### config.mk
export PLATFORM = sky130hd
export DESIGN_NAME = configurable_crc_engine
export DESIGN_NICKNAME = d
export VERILOG_FILES = /design/src/rtl/core/cce_pkg.sv /design/src/rtl/core/configurable_crc_engine.sv /design/src/rtl/core/cce_cfg_regs.sv /design/src/rtl/core/cce_byte_update.sv /design/src/rtl/core/cce_finalize.sv
export VERILOG_INCLUDE_DIRS = /design/src /design/src/rtl/core
export SDC_FILE = /design/constraint.sdc
export NUM_CORES = 2
export LEC_CHECK = 0
export BUFFER_PORTS_ARGS = -buffer_cell sky130_fd_sc_hd__buf_2
export CAP_MARGIN = 5
export CORE_MARGIN = 3
export CORE_UTILIZATION = 49
export DETAILED_ROUTE_END_ITERATION = 10
export PLACE_DENSITY = 0.66
export SETUP_SLACK_MARGIN = 0.5
export SYNTH_ARGS = -nofsm -noshare
export SYNTH_HDL_FRONTEND = slang
export SYNTH_SLANG_ARGS = --single-unit
### constraint.sdc
create_clock -name clk_i -period 8 [get_ports clk_i]
set_input_delay 1.2 -clock clk_i [delete_from_list [all_inputs] [get_ports clk_i]]
set_output_delay 1.2 -clock clk_i [all_outputs]
set_load 0.1 [all_outputs]
### src/rtl/core/assert_macros.svh
// Assertion macros used by the RTL file that carries concurrent checks.
`ifndef ASSERT_MACROS_SVH
`define ASSERT_MACROS_SVH

// Clocked implication check, disabled while reset is asserted.
`define ASSERT_CLKD(label, prop, msg) \
  label: assert property (@(posedge clk_i) disable iff (!rst_ni) (prop)) else $error(msg);

// Check that a signal group does not move unless an enable was high in the previous cycle.
`define ASSERT_HOLD(label, en, sig, msg) \
  label: assert property (@(posedge clk_i) disable iff (!rst_ni) !$past(en) |-> $stable(sig)) \
    else $error(msg);

`endif

### src/rtl/core/cce_pkg.sv
// Types, constants and helpers shared by the CRC engine modules.
package cce_pkg;

  localparam int unsigned CrcW    = 64;
  localparam int unsigned CfgIdxW = 3;

  // Configuration register indexes
  typedef enum logic [CfgIdxW-1:0] {
    CFG_WIDTH_MODE  = 3'd0,
    CFG_POLY        = 3'd1,
    CFG_SEED        = 3'd2,
    CFG_REFLECT_IN  = 3'd3,
    CFG_REFLECT_OUT = 3'd4,
    CFG_FINAL_XOR   = 3'd5
  } cfg_reg_e;

  // Width mode codes; the spare code behaves as 64 bits
  localparam logic [1:0] WIDTH_16 = 2'd0;
  localparam logic [1:0] WIDTH_32 = 2'd1;
  localparam logic [1:0] WIDTH_64 = 2'd2;

  localparam logic [1:0]      RstWidthMode = WIDTH_32;
  localparam logic [CrcW-1:0] RstPoly      = 64'h0000_0000_EDB8_8320;
  localparam logic [CrcW-1:0] RstSeed      = 64'h0000_0000_FFFF_FFFF;
  localparam logic [CrcW-1:0] RstFinalXor  = 64'h0000_0000_FFFF_FFFF;

  typedef struct packed {
    logic [1:0]      width_mode;
    logic [CrcW-1:0] poly;
    logic [CrcW-1:0] seed;
    logic            reflect_in;
    logic            reflect_out;
    logic [CrcW-1:0] final_xor;
  } crc_cfg_t;

  function automatic logic [CrcW-1:0] width_mask(logic [1:0] mode);
    logic [CrcW-1:0] m;
    unique case (mode)
      WIDTH_16: m = 64'h0000_0000_0000_FFFF;
      WIDTH_32: m = 64'h0000_0000_FFFF_FFFF;
      default:  m = 64'hFFFF_FFFF_FFFF_FFFF;
    endcase
    return m;
  endfunction

endpackage

### src/rtl/core/configurable_crc_engine.sv
// Configurable CRC engine top level: stream ports, pipeline registers and checks.
//
// Byte-serial CRC-16/32/64 with programmable polynomial, seed, shift
// direction, output reflection and final XOR. One byte is taken every
// cycle while a last byte has room in the result register. A last byte
// has its CRC valid on m_axis once it leaves the input register: the
// input register feeds the XOR network straight into the result register.
// A last byte waits in the input register only while an earlier result
// is held by m_axis_tready. The running CRC register closes a loop
// through the eight-step XOR network. The polynomial is supplied reversed
// when reflect_in is set. Configuration is written through cfg_* (always
// ready) and must only change while no message is in flight.
module configurable_crc_engine (
  input  logic                        clk_i,
  input  logic                        rst_ni,
  // request input: tdata = {data_byte}, tuser = {first}, tlast = last
  input  logic                        s_axis_tvalid,
  output logic                        s_axis_tready,
  input  logic [7:0]                  s_axis_tdata,   // [7:0] data_byte
  input  logic                        s_axis_tuser,   // [0] first
  input  logic                        s_axis_tlast,
  // result output
  output logic                        m_axis_tvalid,
  input  logic                        m_axis_tready,
  output logic [cce_pkg::CrcW-1:0]    m_axis_tdata,   // [63:0] crc_value
  // configuration write
  input  logic                        cfg_valid_i,
  output logic                        cfg_ready_o,
  input  logic [cce_pkg::CfgIdxW-1:0] cfg_index_i,
  input  logic [cce_pkg::CrcW-1:0]    cfg_data_i
);
  import cce_pkg::*;
  `include "assert_macros.svh"

  crc_cfg_t cfg;

  logic            in_valid_d, in_valid_q;
  logic [7:0]      in_byte_q;
  logic            in_first_q;
  logic            in_last_q;
  logic [CrcW-1:0] running_d, running_q;
  logic            out_valid_d, out_valid_q;
  logic [CrcW-1:0] out_data_q;

  logic            s_accept;
  logic            advance;
  logic            emit;
  logic [CrcW-1:0] crc_start;
  logic [CrcW-1:0] crc_next;
  logic [CrcW-1:0] crc_final;
  logic            over_16;

  assign cfg_ready_o = 1'b1;

  cce_cfg_regs u_cfg (
    .clk_i       (clk_i),
    .rst_ni      (rst_ni),
    .cfg_valid_i (cfg_valid_i),
    .cfg_index_i (cfg_index_i),
    .cfg_data_i  (cfg_data_i),
    .cfg_o       (cfg)
  );

  // a non-last byte always moves on; a last byte needs room in the result register
  assign advance       = in_valid_q && (!in_last_q || !out_valid_q || m_axis_tready);
  assign emit          = advance && in_last_q;
  assign s_axis_tready = !in_valid_q || advance;
  assign s_accept      = s_axis_tvalid && s_axis_tready;

  assign crc_start = in_first_q ? cfg.seed : running_q;

  cce_byte_update u_update (
    .cfg_i  (cfg),
    .crc_i  (crc_start),
    .byte_i (in_byte_q),
    .crc_o  (crc_next)
  );

  cce_finalize u_final (
    .cfg_i   (cfg),
    .crc_i   (crc_next),
    .value_o (crc_final)
  );

  always_comb begin
    in_valid_d = in_valid_q;
    if (s_accept) begin
      in_valid_d = 1'b1;
    end else if (advance) begin
      in_valid_d = 1'b0;
    end
  end

  assign running_d = advance ? crc_next : running_q;

  always_comb begin
    out_valid_d = out_valid_q;
    if (emit) begin
      out_valid_d = 1'b1;
    end else if (m_axis_tready) begin
      out_valid_d = 1'b0;
    end
  end

  always_ff @(posedge clk_i or negedge rst_ni) begin
    if (!rst_ni) begin
      in_valid_q  <= 1'b0;
      out_valid_q <= 1'b0;
      running_q   <= '0;
    end else begin
      in_valid_q  <= in_valid_d;
      out_valid_q <= out_valid_d;
      running_q   <= running_d;
    end
  end

  always_ff @(posedge clk_i) begin
    if (s_accept) begin
      in_byte_q  <= s_axis_tdata;
      in_first_q <= s_axis_tuser;
      in_last_q  <= s_axis_tlast;
    end
    if (emit) begin
      out_data_q <= crc_final;
    end
  end

  assign m_axis_tvalid = out_valid_q;
  assign m_axis_tdata  = out_data_q;

  assign over_16 = (cfg.width_mode == WIDTH_16) && (|out_data_q[63:16]);

  // a fresh result only follows a last byte leaving the input register
  `ASSERT_CLKD(a_result_from_last, $rose(out_valid_q) |-> $past(emit), "result without last")
  // the running CRC only moves when a byte is processed
  `ASSERT_HOLD(a_crc_hold, advance, running_q, "running CRC changed without a byte")
  // result bits above a 16-bit width stay clear
  `ASSERT_CLKD(a_mask_16, out_valid_q |-> !over_16, "16-bit result has upper bits set")

endmodule

### src/rtl/core/cce_cfg_regs.sv
// Configuration register file of the CRC engine.
module cce_cfg_regs (
  input  logic                        clk_i,
  input  logic                        rst_ni,
  input  logic                        cfg_valid_i,
  input  logic [cce_pkg::CfgIdxW-1:0] cfg_index_i,
  input  logic [cce_pkg::CrcW-1:0]    cfg_data_i,
  output cce_pkg::crc_cfg_t           cfg_o
);
  import cce_pkg::*;

  crc_cfg_t cfg_d, cfg_q;

  always_comb begin
    cfg_d = cfg_q;
    if (cfg_valid_i) begin
      unique case (cfg_reg_e'(cfg_index_i))
        CFG_WIDTH_MODE:  cfg_d.width_mode  = cfg_data_i[1:0];
        CFG_POLY:        cfg_d.poly        = cfg_data_i;
        CFG_SEED:        cfg_d.seed        = cfg_data_i;
        CFG_REFLECT_IN:  cfg_d.reflect_in  = cfg_data_i[0];
        CFG_REFLECT_OUT: cfg_d.reflect_out = cfg_data_i[0];
        CFG_FINAL_XOR:   cfg_d.final_xor   = cfg_data_i;
        default:         cfg_d = cfg_q;  // unused indexes are dropped
      endcase
    end
  end

  always_ff @(posedge clk_i or negedge rst_ni) begin
    if (!rst_ni) begin
      cfg_q.width_mode  <= RstWidthMode;
      cfg_q.poly        <= RstPoly;
      cfg_q.seed        <= RstSeed;
      cfg_q.reflect_in  <= 1'b1;
      cfg_q.reflect_out <= 1'b1;
      cfg_q.final_xor   <= RstFinalXor;
    end else begin
      cfg_q <= cfg_d;
    end
  end

  assign cfg_o = cfg_q;

endmodule

### src/rtl/core/cce_byte_update.sv
// Eight-bit unrolled CRC update, shifting left or right by configuration.
module cce_byte_update (
  input  cce_pkg::crc_cfg_t        cfg_i,
  input  logic [cce_pkg::CrcW-1:0] crc_i,
  input  logic [7:0]               byte_i,
  output logic [cce_pkg::CrcW-1:0] crc_o
);
  import cce_pkg::*;

  logic [CrcW-1:0] mask;
  logic [CrcW-1:0] poly_m;
  logic [CrcW-1:0] c;
  logic            top;

  assign mask   = width_mask(cfg_i.width_mode);
  assign poly_m = cfg_i.poly & mask;

  always_comb begin
    c   = crc_i & mask;
    top = 1'b0;
    if (cfg_i.reflect_in) begin
      c[7:0] = c[7:0] ^ byte_i;
      for (int i = 0; i < 8; i++) begin
        c = (c >> 1) ^ (c[0] ? poly_m : '0);
      end
    end else begin
      // byte enters at the top of the active width
      unique case (cfg_i.width_mode)
        WIDTH_16: c[15:8]  = c[15:8]  ^ byte_i;
        WIDTH_32: c[31:24] = c[31:24] ^ byte_i;
        default:  c[63:56] = c[63:56] ^ byte_i;
      endcase
      for (int i = 0; i < 8; i++) begin
        unique case (cfg_i.width_mode)
          WIDTH_16: top = c[15];
          WIDTH_32: top = c[31];
          default:  top = c[63];
        endcase
        c = ((c << 1) ^ (top ? poly_m : '0)) & mask;
      end
    end
    crc_o = c & mask;
  end

endmodule

### src/rtl/core/cce_finalize.sv
// Output stage: optional bit reversal over the width, final XOR and mask.
module cce_finalize (
  input  cce_pkg::crc_cfg_t        cfg_i,
  input  logic [cce_pkg::CrcW-1:0] crc_i,
  output logic [cce_pkg::CrcW-1:0] value_o
);
  import cce_pkg::*;

  logic [CrcW-1:0] rev;
  logic [CrcW-1:0] mirrored;
  logic [CrcW-1:0] sel;

  always_comb begin
    for (int i = 0; i < CrcW; i++) begin
      rev[i] = crc_i[CrcW-1-i];
    end
  end

  // upper bits of crc_i are zero, so the reversed word just needs shifting down
  always_comb begin
    unique case (cfg_i.width_mode)
      WIDTH_16: mirrored = {48'b0, rev[63:48]};
      WIDTH_32: mirrored = {32'b0, rev[63:32]};
      default:  mirrored = rev;
    endcase
  end

  assign sel     = (cfg_i.reflect_out != cfg_i.reflect_in) ? mirrored : crc_i;
  assign value_o = (sel ^ cfg_i.final_xor) & width_mask(cfg_i.width_mode);

endmodule
-- Word level (Yosys, flattened, before mapping)
Index checks and enable logic that the tools add are counted.
- add/sub/neg operators: 0
- multiply operators: 0
- divide/modulo/power cells: 0
- magnitude comparators: 0
- eq/ne operators: 7
- shift-type cells: 0
- mux-type cells: 47
- bitwise gates (word level): 33
- reductions and logical operators: 20
- operators with widths (operator ; number):
    64-bit 2-to-1 mux ; 19
    64-bit bitwise AND ; 12
    64-bit XOR ; 9
    63-bit by 64-bit XOR with 64-bit output ; 8
    64-bit case mux with 2 select lines ; 2
    8-bit 2-to-1 mux ; 6
    8-bit XOR ; 4
    1-bit case mux with 2 select lines ; 8
    1-bit 2-to-1 mux ; 12
    2-bit AND reduction ; 6
    3-bit by 2-bit == test with 1-bit output (second input constant) ; 2
    3-bit == test (second input constant) ; 2
    2-bit nonzero test ; 2
    3-bit by 1-bit == test with 1-bit output (second input constant) ; 1
    1-bit logical AND ; 3
    1-bit zero test ; 3
    3-bit zero test ; 1
    1-bit logical OR ; 3
    2-bit by 1-bit == test with 1-bit output (second input constant) ; 1
    2-bit zero test ; 1
    2-bit OR reduction ; 1
    1-bit != test ; 1
- bits in registers: 336
- latch bits: 0
- memory bits (writable): 0
- bits in read-only memories: 0
- input bits: 82
- output and inout bits: 67
- logic and storage cells: 120
- memories: 0

-- Depth between registers and ports, before layout
- word-level depth: 52
- gate-level depth with buffers: 26
- gate-level depth less buffers: 19

-- Modules after synthesis
Synthesis repeated with hierarchy kept, for this count alone.
- cell total of the unflattened synthesis: 4115
- area total of the unflattened synthesis: 34727.1 um2
- by module, submodules not included (module ; instances ; cells an instance ; area each (um2) ; seq. area each (um2)):
    cce_byte_update ; 1 ; 2754 ; 16781.1 ; 0.0
    cce_cfg_regs ; 1 ; 419 ; 8062.7 ; 5006.1
    configurable_crc_engine ; 1 ; 520 ; 7018.0 ; 3873.7
    cce_finalize ; 1 ; 422 ; 2865.2 ; 0.0

-- Worst setup path after synthesis
OpenSTA, ideal clock, no wires.
- path kind: register to register
- start point: register in_first_q
- end point: register out_data_q[17] (netlist: m_axis_tdata[17]), data pin
- library setup time: 0.257 ns
- data arrival time: 6.321 ns
- required time: 7.743 ns
- setup slack: 1.422 ns
- stages on the path, launching flop included: 22
- buffers on the path: 2
- clock period less this slack: 6.578 ns
- cell sequence: edfxtp_1 mux2i_2 mux2i_1 and4_4 mux2_4 nor3_4 xnor3_1 o211a_2 o21ai_2 buf_2 nand3_1 xnor3_1 mux2i_1 o31ai_2 nor4_2 mux2i_1 nand2_4 buf_6 a41oi_1 a21oi_1 nor4_1 and4bb_2
- cells in the longest elaborated chain, start to end: 51
- elaborated cells between the ends (all ways): 74
- those cells by class: 42 x mux; 32 x bitwise
- RTL lines (what ; line ; text):
    start: declaration ; configurable_crc_engine.sv:39 ; logic in_first_q;
    start signal: assignment ; configurable_crc_engine.sv:120 ; in_first_q <= s_axis_tuser;
    64-bit 2-to-1 mux (*) ; configurable_crc_engine.sv:70 ; assign crc_start = in_first_q ? cfg.seed : running_q;
    64-bit bitwise AND (*) ; cce_byte_update.sv:19 ; c = crc_i & mask;
    8-bit XOR (on tied branches) ; cce_byte_update.sv:31, cce_byte_update.sv:29, cce_byte_update.sv:30 ;
    8-bit 2-to-1 mux ; cce_byte_update.sv:28 ; unique case (cfg_i.width_mode)
    8-bit 2-to-1 mux ; cce_byte_update.sv:21 ; if (cfg_i.reflect_in) begin
    1-bit case mux with 2 select lines ; cce_byte_update.sv:34 ; unique case (cfg_i.width_mode)
    1-bit 2-to-1 mux ; cce_byte_update.sv:21 ;
    64-bit 2-to-1 mux ; cce_byte_update.sv:39 ; c = ((c << 1) ^ (top ? poly_m : '0)) & mask;
    [... 36 more ...] ; -- ;
    64-bit bitwise AND ; cce_byte_update.sv:39 ;
    64-bit 2-to-1 mux (*) ; cce_byte_update.sv:21 ;
    64-bit bitwise AND (*) ; cce_byte_update.sv:42 ; crc_o = c & mask;
    64-bit case mux with 2 select lines ; cce_finalize.sv:21 ; unique case (cfg_i.width_mode)
    64-bit 2-to-1 mux (*) ; cce_finalize.sv:28 ; assign sel = (cfg_i.reflect_out != cfg_i.reflect_in) ? mirrored : crc_i;
    64-bit XOR (*) ; cce_finalize.sv:29 ; assign value_o = (sel ^ cfg_i.final_xor) & width_mask(cfg_i.width_mode);
    64-bit bitwise AND (*) ; cce_finalize.sv:29 ;
    via crc_final[17] ; configurable_crc_engine.sv:50 ; logic [CrcW-1:0] crc_final;
    end signal: assignment ; configurable_crc_engine.sv:124 ; out_data_q <= crc_final;
    end: declaration ; configurable_crc_engine.sv:43 ; logic [CrcW-1:0] out_data_q;
Mark *: on every way through the listed nets, which the timed path passes. The rest lies on a longest branch. The select of a mux whose other input is x is not followed.
A chain may end at the register's enable or synchronous reset.

-- Final worst setup path
- start point: register in_first_q
- end point: register out_data_q[29] (netlist: m_axis_tdata[29]), data pin
The elaborated chain is that of the path after synthesis.

==> results.sh <==
export IMPL_worstSetupEndpointType="register"
export IMPL_firstDrtPassIters=6
export IMPL_multiInputGateArea_um2=23600
export IMPL_synth_cell_types=112
export IMPL_htree_num_levels=2
export IMPL_skew_ns=0.0318
export IMPL_worstPathRequired_ns=8.30
export IMPL_cap_violations=0
export IMPL_path_clk_slew_ns=0.06
export IMPL_rows=95
export IMPL_portBuffers=147
export IMPL_core_um2=67500
export IMPL_clockBufferDepth=3
export IMPL_dpl_hpwl_mm=107
export IMPL_setup_tns_ns=0
export IMPL_synth_fp_nets=4226
export IMPL_yosysSeqAreaShare_pct=26.4
export IMPL_synth_top_family_by_area="XOR/XNOR gates"
export IMPL_status="finished, final reports clean"
export IMPL_synthesis_area_um2=33600
export IMPL_critical_path_max_fanout=35
export IMPL_synth_fa_ha_area_share_pct=0
export IMPL_clkSinkCount=336
export IMPL_numCtsBuffers=37
export IMPL_seqCellArea_um2=8890
export IMPL_crit_path_start_kind="register"
export IMPL_synth_xor_area_share_pct=24.8
export IMPL_area_delta_synth_final_pct=10.4
export IMPL_grt_overflow=0
export IMPL_clock_latency_ns=0.58
export IMPL_tightest_slew_ns=1.16
export IMPL_fin_crit_sh_pct=92.8
export IMPL_finalMaxSlewViolations=0
export IMPL_grt_max_degree=156
export IMPL_synth_edf_count=74
export IMPL_yosys_register_bits=336
export IMPL_wl_per_cell_um=29.7
export IMPL_drc=0
export IMPL_timing_fmax_ghz=0.135
export IMPL_die_x_um=268
export IMPL_die_area_um2=71800
export IMPL_ant_nets=0
export IMPL_drt_initial_drc_count=5217
export IMPL_syn_inst=4144
export IMPL_cts_hold_buf=0
export IMPL_fillers=6122
export IMPL_grt_usage_pct=40.8
export IMPL_avgSynthCellArea_um2=8.11
export IMPL_die_y_um=268
export IMPL_finalWeightedCongestion=1.05
export IMPL_synthSimpleGateAreaFrac_pct=20.5
export IMPL_grt_pass1_wl_mm=214
export IMPL_fin_ws_ns=0.575
export IMPL_clockRootBuffer="clkbuf_16"
export IMPL_grt_pass1_vias=29700
export IMPL_final_cell_area_um2=37100
export IMPL_synth_top_cell_by_area="xnor2_1"
export IMPL_vias=33200
export IMPL_antenna_found_initial=1
export IMPL_cts_tree="done"
export IMPL_holdCritPathClass="reg -> reg"
export IMPL_routed_wl_mm=150
export IMPL_hold_viol=0
export IMPL_dp_slack_ns=0.204
export IMPL_timing_hold_ws_ns=0.482
export IMPL_min_period_ns=7.42
export IMPL_placed_area_um2=35600
export IMPL_crit_type="reg -> reg"
export IMPL_drive_above_1_share_pct=18.8
export IMPL_max_slew_margin_pct=20.7
export IMPL_synth_compound_area_share_pct=13.1
export IMPL_fin_nets=4225
export IMPL_synthMuxAreaShare_pct=10.4
export IMPL_synth_warnings=0
export IMPL_num_io_pins=149
export IMPL_rsz0062_at_grt="true"
export IMPL_synth_async_reset_ratio_pct=78.0
export IMPL_ys_flop_type="dfrtp_1"
export IMPL_viasPerCell=6.57
export IMPL_initial_core_util_pct=49.8
export IMPL_arrival_ns=7.73
export IMPL_synth_top_cell_area_share_pct=19.7
export IMPL_setup_viol=0
export IMPL_netlist_top_cells_area="xnor2_1 (20%), dfrtp_1 (13%), nand2_1 (11%)"
-- kinds of logic after synthesis --
logic type / count (synthesis)
muxes: 322
xor gates and xnor gates: 907
AOI/OAI and AO/OA: 622
other: 1
DFF: 336
and+or+nand+nor: 1542
buffers and inverters: 414
-- registers in the layout, summed over array words and instances, names as in the netlist --
signal         cells
in_last_q          1
m_axis_tdata      64
running_q         64
u_cfg.cfg_o      196
in_first_q         1
in_byte_q          8
in_valid_q         1
m_axis_tvalid      1
-- final cells by class --
type	instances	share of cell area, %
Multi-Input combinational cell	3394	63.4
Sequential cell	336	23.9
Timing Repair Buffer	338	6.08
Tap cell	873	2.94
Clock buffer	53	2.88
Inverter	36	0.364
Clock inverter	14	0.310
Antenna cell	7	0.0472
-- cells in the mapped netlist, drive strengths merged (14+ instances only) --
library cell / count
nand2: 970
xnor2: 756
clkbuf: 280
mux2: 189
dfrtp: 181
o21ai: 158
nor2: 143
mux2i: 133
xor2: 126
a21oi: 111
buf: 98
nand3: 98
dfstp: 81
edfxtp: 74
and3: 61
nor3: 52
nand4: 41
o211ai: 40
nor4: 34
inv: 33
a31oi: 27
o311ai: 27
a211o: 25
and4: 24
and2: 21
xnor3: 21
nand2b: 20
a211oi: 19
a221oi: 18
or3: 16
a21o: 15
nor2b: 14
o21a: 14
o31ai: 14
-- metrics by stage --
stage,util (%),cells
floorplan,-,4144
global placement,52.7,4974
detailed placement,52.7,4974
CTS,54.6,5041
global route,55.0,5044
finish,55.0,5051
-- layer usage --
layer | track usage (%) | vias to the layer above | wire [um]
met5 | 0 | - | 0
met4 | 21.4 | 0 | 10000
met3 | 12.7 | 518 | 21400
met2 | 58.6 | 2596 | 61300
met1 | 54.9 | 15900 | 57500
li1 | - | 14200 | -
-- layout by cell type (no fill, tap or decap), types with 59 or more instances in the layout --
| cell | count |
|---|---|
| nand2_1 | 968 |
| xnor2_1 | 747 |
| mux2_2 | 187 |
| buf_4 | 184 |
| dfrtp_1 | 180 |
| buf_2 | 146 |
| o21ai_0 | 144 |
| nor2_1 | 136 |
| mux2i_1 | 121 |
| xor2_1 | 120 |
| a21oi_1 | 109 |
| nand3_1 | 98 |
| dfstp_2 | 80 |
| edfxtp_1 | 74 |
| and3_1 | 59 |
-- critical path, stage by stage, from the launching register on --
cell,delay [ns]
edfxtp_1,0.38
buf_12,0.26
mux2i_4,0.43
mux2_2,0.41
nor2_2,0.49
nand2_1,0.13
xor2_1,0.65
xnor2_1,0.16
xnor2_1,0.23
a21oi_1,0.07
or4_1,0.52
a21oi_1,0.39
a2111oi_1,0.11
a311o_1,0.35
xor3_1,0.46
a211o_4,0.51
buf_12,0.24
and3_1,0.20
o311ai_2,0.40
buf_4,0.26
nor2_1,0.06
a211oi_1,0.28
mux2i_1,0.11
-- repair_timing --
item | in CTS | in global routing
cloned | 0 | 0
gates resized for setup | 11 | 39
endpoints found under the setup margin | 50 | 70
pin swaps | 0 | 2
hold endpoints to repair | 0 | 0
buffers inserted | 0 | 3
-- path summary, 6_finish.rpt --
kind	to	cells after the start	slack [ns]	start
hold reg to reg	running_q[45]	2	0.48	running_q[45]
min in group asynchronous	u_cfg.cfg_o[183]	1	0.54	rst_ni
hold / removal	running_q[45]	2	0.48	running_q[45]
max in group asynchronous	u_cfg.cfg_o[195]	2	6.06	rst_ni
setup / recovery	m_axis_tdata[29]	22	0.58	in_first_q
setup reg to reg	m_axis_tdata[29]	22	0.58	in_first_q
Power is not shown: default switching activity piles up to over one toggle a cycle in this logic, so the estimate is an artifact.
